**config.mk**
```make
export PLATFORM = sky130hd
export DESIGN_NAME = fir_decimate_to_pcm8_flat
export DESIGN_NICKNAME = d
export VERILOG_FILES = /design/src/sv/fdp_pkg.sv /design/src/sv/fdp_sample_if.sv /design/src/sv/fdp_result_if.sv /design/src/sv/fdp_cfg_if.sv /design/src/sv/fir_decimate_to_pcm8.sv /design/src/sv/fdp_mac.sv /design/src/flat_wrapper.sv
export SDC_FILE = /design/constraint.sdc
export NUM_CORES = 2
export LEC_CHECK = 0
export BUFFER_PORTS_ARGS = -buffer_cell sky130_fd_sc_hd__buf_2
export CAP_MARGIN = 30
export CELL_PAD_IN_SITES_DETAIL_PLACEMENT = 0
export CELL_PAD_IN_SITES_GLOBAL_PLACEMENT = 2
export CORE_MARGIN = 2
export CORE_UTILIZATION = 49
export CTS_CLUSTER_SIZE = 28
export DETAILED_ROUTE_END_ITERATION = 12
export PLACE_DENSITY_LB_ADDON = 0.1
export SYNTH_ARGS = -nofsm -noshare
export SYNTH_HDL_FRONTEND = slang
export SYNTH_SLANG_ARGS = --single-unit
```
**constraint.sdc**
```tcl
create_clock -name i_clk -period 11.2 [get_ports i_clk]
set_clock_uncertainty 0.05 [all_clocks]
set_input_delay 1.68 -clock i_clk [delete_from_list [all_inputs] [get_ports i_clk]]
set_output_delay 1.68 -clock i_clk [all_outputs]
set_load 0.05 [all_outputs]
```
**src/sv/fdp_pkg.sv**
```systemverilog
// Package: widths, coefficient ROM, MAC control struct and state type for the FIR decimator.
package fdp_pkg;

    // Filter geometry
    localparam int TAPS       = 128;
    localparam int COEF_WIDTH = 16;
    localparam int ROM_SIZE   = 128;
    localparam int DEPTH      = TAPS - 1;

    // Field widths
    localparam int SAMPLE_W = 16;
    localparam int PCM_W    = 8;

    // Derived widths
    localparam int PTR_W  = (DEPTH > 1) ? $clog2(DEPTH) : 1;
    localparam int FILL_W = $clog2(DEPTH + 1);
    localparam int K_W    = $clog2(TAPS);
    localparam int PROD_W = SAMPLE_W + COEF_WIDTH;
    localparam int ACC_W  = PROD_W + $clog2(TAPS);

    // Output scaling: divide by 256, offset by midscale
    localparam int BYP_SHIFT = 8;
    localparam int SHIFT     = COEF_WIDTH - 1 + BYP_SHIFT;
    localparam int Q_W       = ACC_W - SHIFT;
    localparam int PCM_MID   = 128;
    localparam int PCM_MAX   = (1 << PCM_W) - 1;

    // Q1.15 low-pass coefficients, tap t uses entry ROM_SIZE-1-t
    localparam int COEF_ROM [ROM_SIZE] = '{
        -147, -4, 149, 124, -55, -173, -81, 114, 176, 23,
        -165, -156, 46, 200, 113, -118, -213, -49, 184, 199,
        -32, -235, -156, 121, 263, 85, -209, -259, 11, 283,
        219, -124, -334, -140, 243, 349, 24, -357, -318, 126,
        450, 233, -301, -506, -87, 490, 507, -127, -682, -430,
        455, 863, 243, -825, -1019, 128, 1427, 1141, -919, -2617,
        -1217, 3796, 9634, 12221,
        9634, 3796, -1217, -2617, -919, 1141, 1427, 128, -1019, -825,
        243, 863, 455, -430, -682, -127, 507, 490, -87, -506,
        -301, 233, 450, 126, -318, -357, 24, 349, 243, -140,
        -334, -124, 219, 283, 11, -259, -209, 85, 263, 121,
        -156, -235, -32, 199, 184, -49, -213, -118, 113, 200,
        46, -156, -165, 23, 176, 114, -81, -173, -55, 124,
        149, -4, -147,
        -110
    };

    // Coefficient of tap t in Q1.(COEF_WIDTH-1); zero past the ROM
    function automatic logic signed [COEF_WIDTH-1:0] fdp_coef(input int t);
        int q;
        int s;
        int v;
        v = 0;
        if (t < ROM_SIZE) begin
            q = COEF_ROM[ROM_SIZE - 1 - t];
            if (COEF_WIDTH >= 16) begin
                v = q * (1 << (COEF_WIDTH - 16));
            end else begin
                s = 16 - COEF_WIDTH;
                v = ((q + 32768 + (1 << (s - 1))) >>> s) - (32768 >>> s);
            end
        end
        return COEF_WIDTH'(v);
    endfunction

    // Control for one MAC step
    typedef struct packed {
        logic           clear;
        logic           issue;
        logic           cur;
        logic           ok;
        logic [K_W-1:0] k;
    } t_mac_ctl;

    typedef enum logic [2:0] {
        ST_IDLE,
        ST_MAC,
        ST_DRAIN,
        ST_FIN,
        ST_PUT
    } t_state;

endpackage

```
**src/sv/fdp_sample_if.sv**
```systemverilog
// Interface: input sample channel.
interface fdp_sample_if;
    import fdp_pkg::*;

    logic                       valid;
    logic                       ready;
    logic signed [SAMPLE_W-1:0] sample;

    modport source (output valid, output sample, input ready);
    modport sink   (input valid, input sample, output ready);
endinterface

```
**src/sv/fdp_result_if.sv**
```systemverilog
// Interface: 8-bit PCM result channel.
interface fdp_result_if;
    import fdp_pkg::*;

    logic             valid;
    logic             ready;
    logic [PCM_W-1:0] pcm;
    logic             clipped;

    modport source (output valid, output pcm, output clipped, input ready);
    modport sink   (input valid, input pcm, input clipped, output ready);
endinterface

```
**src/sv/fdp_cfg_if.sv**
```systemverilog
// Interface: filter_enable register write channel.
interface fdp_cfg_if;
    logic valid;
    logic ready;
    logic filter_enable;

    modport source (output valid, output filter_enable, input ready);
    modport sink   (input valid, input filter_enable, output ready);
endinterface

```
**src/sv/fir_decimate_to_pcm8.sv**
```systemverilog
// Top level: 128-tap FIR low-pass (bypassable), decimate by two, convert to 8-bit unsigned PCM.
//
//  channel    dir  handshake      payload
//  i_sample   in   valid/ready    sample (s16)
//  o_result   out  valid/ready    pcm (u8), clipped (1)
//  i_cfg      in   valid/ready    filter_enable (1), always ready
//
// A skipped sample is only written to the delay line. A kept, filtered sample passes through
// the accept cycle, one MAC step per tap (TAPS steps) through the delay-line memory read port,
// the pipeline drain, the FIN scaling state and the output load. A kept, bypassed sample is
// written in its accept cycle and goes on to the output load in the PUT state. The delay line
// needs no clearing pass: a fill count masks slots not yet written since reset. A
// stalled output holds its word; one more kept result can finish and then waits in
// the PUT state.
module fir_decimate_to_pcm8 (
    input  logic                i_clk,
    input  logic                i_rst_n,
    fdp_sample_if.sink          i_sample,
    fdp_result_if.source        o_result,
    fdp_cfg_if.sink             i_cfg
);
    import fdp_pkg::*;

    t_state                     r_state;
    t_state                     n_state;
    logic signed [SAMPLE_W-1:0] r_x;
    logic [PTR_W-1:0]           r_wp;
    logic [PTR_W-1:0]           r_rp;
    logic [FILL_W-1:0]          r_fill;
    logic [K_W-1:0]             r_k;
    logic                       r_keep;
    logic                       r_en;
    logic signed [Q_W-1:0]      r_q;
    logic                       r_out_v;
    logic [PCM_W-1:0]           r_pcm;
    logic                       r_clip;

    // Delay-line memory
    logic signed [SAMPLE_W-1:0] mem [DEPTH];
    logic signed [SAMPLE_W-1:0] r_rd;

    logic                       w_acc_in;
    logic                       w_we;
    logic signed [SAMPLE_W-1:0] w_wd;
    logic                       w_load;
    t_mac_ctl                   w_ctl;
    logic signed [ACC_W-1:0]    w_acc;
    logic                       w_busy;
    logic signed [SAMPLE_W:0]   w_bsum;
    logic signed [SAMPLE_W:0]   w_bq;
    logic signed [ACC_W-1:0]    w_fsum;
    logic signed [ACC_W-1:0]    w_fq;
    logic signed [Q_W:0]        w_v;
    logic [PCM_W-1:0]           w_pcm;
    logic                       w_clip;
    logic [PTR_W-1:0]           w_rp0;

    fdp_mac u_mac (
        .i_clk     (i_clk),
        .i_rst_n   (i_rst_n),
        .i_ctl     (w_ctl),
        .i_x       (r_x),
        .i_rd_data (r_rd),
        .o_acc     (w_acc),
        .o_busy    (w_busy)
    );

    assign i_sample.ready = (r_state == ST_IDLE);
    assign w_acc_in       = i_sample.valid & i_sample.ready;
    assign i_cfg.ready    = 1'b1;

    // Bypass scaling: divide by 256 toward zero
    always_comb begin
        w_bsum = {i_sample.sample[SAMPLE_W-1], i_sample.sample}
               + (i_sample.sample[SAMPLE_W-1] ? (SAMPLE_W+1)'((1 << BYP_SHIFT) - 1)
                                              : (SAMPLE_W+1)'(0));
        w_bq   = w_bsum >>> BYP_SHIFT;
    end

    // Filter scaling: divide accumulator toward zero
    always_comb begin
        w_fsum = w_acc + (w_acc[ACC_W-1] ? ACC_W'((64'(1) << SHIFT) - 64'(1)) : ACC_W'(0));
        w_fq   = w_fsum >>> SHIFT;
    end

    // Offset and saturate
    always_comb begin
        w_v = {r_q[Q_W-1], r_q} + (Q_W+1)'(PCM_MID);
        if (w_v[Q_W]) begin
            w_pcm  = '0;
            w_clip = 1'b1;
        end else if (w_v > (Q_W+1)'(PCM_MAX)) begin
            w_pcm  = PCM_W'(PCM_MAX);
            w_clip = 1'b1;
        end else begin
            w_pcm  = w_v[PCM_W-1:0];
            w_clip = 1'b0;
        end
    end

    // Slot of the previous sample
    assign w_rp0 = (r_wp == '0) ? PTR_W'(DEPTH - 1) : r_wp - 1'b1;

    // Next state, memory write and MAC control
    always_comb begin
        n_state     = r_state;
        w_we        = 1'b0;
        w_wd        = i_sample.sample;
        w_load      = 1'b0;
        w_ctl       = '0;
        w_ctl.k     = r_k;
        unique case (r_state)
            ST_IDLE: begin
                if (w_acc_in) begin
                    if (!r_keep && r_en) begin
                        w_ctl.clear = 1'b1;
                        n_state     = ST_MAC;
                    end else begin
                        w_we = 1'b1;
                        if (!r_keep) begin
                            n_state = ST_PUT;
                        end
                    end
                end
            end
            ST_MAC: begin
                w_ctl.issue = 1'b1;
                w_ctl.cur   = (r_k == '0);
                w_ctl.ok    = (r_fill == FILL_W'(DEPTH)) || (FILL_W'(r_rp) < r_fill);
                if (r_k == K_W'(DEPTH)) begin
                    n_state = ST_DRAIN;
                end
            end
            ST_DRAIN: begin
                if (!w_busy) begin
                    n_state = ST_FIN;
                end
            end
            ST_FIN: begin
                w_we    = 1'b1;
                w_wd    = r_x;
                n_state = ST_PUT;
            end
            ST_PUT: begin
                if (!r_out_v || o_result.ready) begin
                    w_load  = 1'b1;
                    n_state = ST_IDLE;
                end
            end
            default: n_state = ST_IDLE;
        endcase
    end

    // State and control registers
    always_ff @(posedge i_clk) begin
        if (!i_rst_n) begin
            r_state <= ST_IDLE;
            r_wp    <= '0;
            r_fill  <= '0;
            r_keep  <= 1'b0;
            r_en    <= 1'b1;
            r_out_v <= 1'b0;
            r_k     <= '0;
        end else begin
            r_state <= n_state;
            if (i_cfg.valid) begin
                r_en <= i_cfg.filter_enable;
            end
            // Pointer, fill count and keep phase advance once per word
            if (w_we) begin
                r_wp   <= (r_wp == PTR_W'(DEPTH - 1)) ? '0 : r_wp + 1'b1;
                r_keep <= ~r_keep;
                if (r_fill != FILL_W'(DEPTH)) begin
                    r_fill <= r_fill + 1'b1;
                end
            end
            // Tap counter
            if (r_state == ST_MAC) begin
                r_k <= r_k + 1'b1;
            end else begin
                r_k <= '0;
            end
            // Output register
            if (w_load) begin
                r_out_v <= 1'b1;
            end else if (o_result.ready) begin
                r_out_v <= 1'b0;
            end
        end
    end

    // Payload registers
    always_ff @(posedge i_clk) begin
        if (w_acc_in) begin
            r_x <= i_sample.sample;
            r_q <= Q_W'(w_bq);
        end else if (r_state == ST_FIN) begin
            r_q <= Q_W'(w_fq);
        end
        // Read pointer walks back one slot per tap after the current one
        if (r_state == ST_IDLE) begin
            r_rp <= w_rp0;
        end else if (r_state == ST_MAC && r_k != '0) begin
            r_rp <= (r_rp == '0) ? PTR_W'(DEPTH - 1) : r_rp - 1'b1;
        end
        if (w_load) begin
            r_pcm  <= w_pcm;
            r_clip <= w_clip;
        end
    end

    // Delay-line memory: one write, one registered read
    always_ff @(posedge i_clk) begin
        if (w_we) begin
            mem[r_wp] <= w_wd;
        end
        r_rd <= mem[r_rp];
    end

    assign o_result.valid   = r_out_v;
    assign o_result.pcm     = r_pcm;
    assign o_result.clipped = r_clip;
endmodule

```
**src/sv/fdp_mac.sv**
```systemverilog
// Multiply-accumulate pipeline with coefficient lookup for the FIR.
module fdp_mac (
    input  logic                               i_clk,
    input  logic                               i_rst_n,
    input  fdp_pkg::t_mac_ctl                  i_ctl,
    input  logic signed [fdp_pkg::SAMPLE_W-1:0] i_x,
    input  logic signed [fdp_pkg::SAMPLE_W-1:0] i_rd_data,
    output logic signed [fdp_pkg::ACC_W-1:0]    o_acc,
    output logic                               o_busy
);
    import fdp_pkg::*;

    t_mac_ctl                   r_s1;
    logic                       r_v2;
    logic signed [PROD_W-1:0]   r_prod;
    logic signed [ACC_W-1:0]    r_acc;
    logic signed [SAMPLE_W-1:0] w_op;
    logic signed [COEF_WIDTH-1:0] w_coef;
    logic signed [PROD_W-1:0]   w_prod;

    // Stage 1: control aligned with memory read data
    always_ff @(posedge i_clk) begin
        if (!i_rst_n) begin
            r_s1 <= '0;
            r_v2 <= 1'b0;
        end else begin
            r_s1 <= i_ctl;
            r_v2 <= r_s1.issue;
        end
    end

    // Operand select: current sample, stored sample, or zero for unwritten slots
    always_comb begin
        if (r_s1.cur) begin
            w_op = i_x;
        end else if (r_s1.ok) begin
            w_op = i_rd_data;
        end else begin
            w_op = '0;
        end
        w_coef = fdp_coef(int'(r_s1.k));
        w_prod = w_op * w_coef;
    end

    // Stage 2: product register
    always_ff @(posedge i_clk) begin
        r_prod <= w_prod;
    end

    // Stage 3: accumulator
    always_ff @(posedge i_clk) begin
        if (i_ctl.clear) begin
            r_acc <= '0;
        end else if (r_v2) begin
            r_acc <= r_acc + ACC_W'(r_prod);
        end
    end

    assign o_acc  = r_acc;
    assign o_busy = r_s1.issue | r_v2;
endmodule

```
**src/flat_wrapper.sv**
```systemverilog
// flat-port wrapper written by rule: the top's interface ports become plain ports
module fir_decimate_to_pcm8_flat import fdp_pkg::*;
  (i_clk, i_rst_n, i_sample_valid, i_sample_sample, i_sample_ready, o_result_valid, o_result_pcm, o_result_clipped, o_result_ready, i_cfg_valid, i_cfg_filter_enable, i_cfg_ready);
  fdp_sample_if i_sample_i ();
  fdp_result_if o_result_i ();
  fdp_cfg_if i_cfg_i ();
  input  logic i_clk;
  input  logic i_rst_n;
  input wire logic [$bits(i_sample_i.valid)-1:0] i_sample_valid;
  input wire logic [$bits(i_sample_i.sample)-1:0] i_sample_sample;
  output wire logic [$bits(i_sample_i.ready)-1:0] i_sample_ready;
  output wire logic [$bits(o_result_i.valid)-1:0] o_result_valid;
  output wire logic [$bits(o_result_i.pcm)-1:0] o_result_pcm;
  output wire logic [$bits(o_result_i.clipped)-1:0] o_result_clipped;
  input wire logic [$bits(o_result_i.ready)-1:0] o_result_ready;
  input wire logic [$bits(i_cfg_i.valid)-1:0] i_cfg_valid;
  input wire logic [$bits(i_cfg_i.filter_enable)-1:0] i_cfg_filter_enable;
  output wire logic [$bits(i_cfg_i.ready)-1:0] i_cfg_ready;
  assign i_sample_i.valid = i_sample_valid;
  assign i_sample_i.sample = i_sample_sample;
  assign i_sample_ready = i_sample_i.ready;
  assign o_result_valid = o_result_i.valid;
  assign o_result_pcm = o_result_i.pcm;
  assign o_result_clipped = o_result_i.clipped;
  assign o_result_i.ready = o_result_ready;
  assign i_cfg_i.valid = i_cfg_valid;
  assign i_cfg_i.filter_enable = i_cfg_filter_enable;
  assign i_cfg_ready = i_cfg_i.ready;
  fir_decimate_to_pcm8 u_core (.i_clk(i_clk), .i_rst_n(i_rst_n), .i_sample(i_sample_i), .o_result(o_result_i), .i_cfg(i_cfg_i));
endmodule
```
==> summary.md <==
| Metric | Value |
|---|---|
| CTS-repair resized insts | `0` |
| Initial antenna violation count | `13` |
| CP dominant cell by count | `fa_1` |
| Sw Share | `between 20% and 30%` |
| Worst-Margin Slew | `around 1200 ps` |
| Die width | `roughly 450 µm` |
| Maxcap violations | `0` |
| Async SR Flop Fraction | `0%` |
| Synth warn | `0` |
| Root buffer cell | `clkbuf_16` |
| Nature of the critical path endpoint | `register` |
| Hold Fails Final Rpt | `0` |
| GR Util All Layers | `25.8%` |
| NetSw | `between 0.006 and 0.007 W` |
| Vias per std cell | `slightly above 6` |
| Clock Pin Slew Worst Setup and Hold Paths | `60 ps` |
| Antenna-violating nets left | `0` |
| Initial core utilization | `about half` |
| Vias in the first global route | `about 54000` |
| CP max stage cell | `a21oi_2` |
| Post-CTS setup buffer count | `0` |
| Post-synth EDFFs | `2080` |
| Yosys top cell area share | `a little over three fifths` |
| Synth Register Bits | `2205` |
| Fin. max-slew vios | `0` |
| Sequential share of power | `a little over two fifths` |
| DRT Wirelength | `260000 µm` |
| LEAKAGE | `37.9 nW` |
| Critical Path AT | `a little over 10000 ps` |
| DRC viols | `0` |
| Rel. slew slack | `slightly above 20%` |
| Final Cycle Share | `84.3%` |
| Dominant cells by area after synthesis | `edfxtp_1, mux4_2, fa_1` |
| Share of power burned in combinational logic | `roughly a quarter` |
| Design Area, Final | `between 0.1 and 0.15 mm²` |
| CP Launch Type | `register` |
| Library cells used by synthesis | `76` |
| Area leader, netlist | `edfxtp_1` |
| Port Buffers | `32` |
| Clock power share | `about 33%` |
| Syn_area_per_cell | `~18 µm²` |
| Fmax | `between 100 and 150 MHz` |
| # rows | `about 160` |
| DP Wirelength | `165000 µm` |
| Nets@finish | `around 6300` |
| Area Overhead vs Synth | `11.6%` |
| Maximum root-to-sink buffer count | `3` |
| Via count | `~53000` |
| Kind of critical path | `reg2reg` |
| Avg WL per Cell | `between 20 and 30 µm` |
| Clock tree from TritonCTS | `yes` |
| Crit path time final | `between 9000 and 10000 ps` |
| Area after DPL | `0.103 mm²` |
| Int Power | `between 0.015 and 0.02 W` |
| Status | `completed` |
| Synth Flop Type | `edfxtp_1` |
| Clk sinks | `roughly 2200` |
| Final core area utilization | `55.2%` |
| Boundary pin count | `34` |
| Core Footprint | `0.200 mm²` |
| Hold Path Class | `reg2reg` |
| Die height | `about 450 µm` |
| Initial DRC count | `about 5700` |
| H-tree levels | `4` |
| # fillers | `15600` |
| Worst Path Max Fanout | `21` |
| Sequential element share of the synthesized area | `around 66%` |
| Post-synthesis cell area | `about 0.1 mm²` |
| Cts hold-fix bufs | `0` |
| Grt ovf | `0` |
| Worst path max stage delay | `800 ps` |
| First-pass GRT wire length | `381000 µm` |
| Synthesized netlist cell count | `5622` |
| Gpl congestion | `about 0.85` |
| VDD IR max | `0.161 mV` |
| Largest net degree at the start of global routing | `roughly 150` |
| Post-Syn Nets | `around 6000` |
| Final setup vio count | `0` |
| Setup_tns | `0 ps` |
| Critical Path RT | `11800 ps` |
| Fraction of layout cells with a size suffix above 1 | `21.2%` |
| Drt first pass iters | `7` |
| CTS buffer count | `222` |
| Clock latency on the worst-skew pair | `approximately 850 ps` |
| Die ar. | `0.205 mm²` |
| RSZ-0062 raised after global routing | `false` |
| Pwr dens | `just over 200 mW/mm²` |
## registers in the layout, summed over array words and instances (netlist names), 3 cells and up
register and count:
u_core.mem 2032, u_core.o_result.pcm 8, u_core.r_fill 7, u_core.r_k 7, u_core.r_q 16, u_core.r_rd 16, u_core.r_rp 7, u_core.r_state 3
u_core.r_wp 7, u_core.r_x 16, u_core.u_mac.o_acc 39, u_core.u_mac.r_prod 32, u_core.u_mac.r_s1 10
## power groups by stage
stage          Combinational (W)  Clock, W  Sequential [W]
3_5_place_dp             0.00575         0         0.00948
5_1_grt                  0.00621   0.00775         0.00931
3_3_place_gp             0.00575         0         0.00948
4_1_cts                  0.00578   0.00743         0.00930
6_report                 0.00567   0.00728         0.00930
2_1_floorplan            0.00415         0         0.00941
## cells in the mapped netlist, types with 69 or more instances
cell      count
edfxtp_1   2080
nor2_1      423
xnor2_1      69
nand2_1     241
buf_2        87
dfxtp_1     125
o21ai_0     120
fa_1        263
a21oi_1     148
ha_1        173
mux2i_1      77
mux4_2      623
clkbuf_1    123
inv_1       352
## cell families after synthesis
kind of cell	share of synthesized area, %
and+or+nand+nor	4.18
AOI/OAI and AO/OA	3.71
muxes	15.2
adders and majority gates	7.51
buffers and inverters	2.62
DFF	65.7
other	0.00379
xor gates and xnor gates	1.05
## through the flow
| step | worst slack [ps] | hold WS (ps) | std cells | total power (W) |
|---|---|---|---|---|
| after floorplan | 3360 | 381 | 5622 | 0.0136 |
| after global placement | 1970 | 393 | 8249 | 0.0152 |
| after detailed placement | 2040 | 397 | 8264 | 0.0152 |
| after CTS | 1900 | 414 | 8669 | 0.0225 |
| after global routing | 1220 | 426 | 8678 | 0.0233 |
| final | 1760 | 408 | 8679 | 0.0223 |
## final cells by class
cell class	instances	area, µm²	share of cell area [%]
inverters	355	1330	1.21
clock buffers	273	5860	5.31
well taps	2656	3320	3.01
repair buffers	270	2140	1.94
flip-flops and latches	2205	65000	58.9
clock inverters	132	1270	1.15
multi-input cells	2785	31400	28.5
diodes	3	7.51	0.00680
## cell usage in the layout, fill, tap and decap left out, drive strengths merged, types with 15 or more instances in the layout
cell type and n:
nand3 61, dfxtp 125, o22ai 20, mux4 623, mux2i 77, a22o 16
buf 270, or2 15, a211oi 27, and2 31, bufinv 19, clkbuf 273
xor2 49, a21o 34, and3 20, a22oi 21, o21ai 133, mux2 23
nor2b 31, edfxtp 2080, nand2 241, clkinv 100, nor3 41, nand2b 31
o21a 17, o31ai 19, ha 173, fa 263, nand4 17, a31oi 28
nor2 423, a21oi 149, o221ai 15, inv 361, xnor2 69
## worst max-delay path, delay by kind of cell (launching register included)
family / cells / cell delay (ps)
AO/OA/AOI/OAI: 10 / 2570
XOR/XNOR: 1 / 130
adder cells (fa/ha/maj): 8 / 4010
buffers and inverters: 6 / 660
flip-flops: 1 / 310
AND/OR/NAND/NOR: 7 / 1490
## worst paths after layout
kind,from,to,slack (ps),depth (start not counted)
min,u_core.u_mac.r_s1[9],u_core.u_mac.r_v2,410,1
max reg2reg,u_core.u_mac.r_s1[1],u_core.u_mac.r_prod[31],1760,32
max,u_core.u_mac.r_s1[1],u_core.u_mac.r_prod[31],1760,32
min reg2reg,u_core.u_mac.r_s1[9],u_core.u_mac.r_v2,410,1
## per-layer routing
layer	GRT usage, %	vias up	wire [µm]	part of all wire, %
met1	37.7	28100	112000	43
met5	0	-	0	0
met3	3.62	314	16300	6.3
met4	6.39	0	6240	2.4
met2	41.4	1868	126000	48
li1	-	22300	-	-
Power figures use the tool's default switching activity.
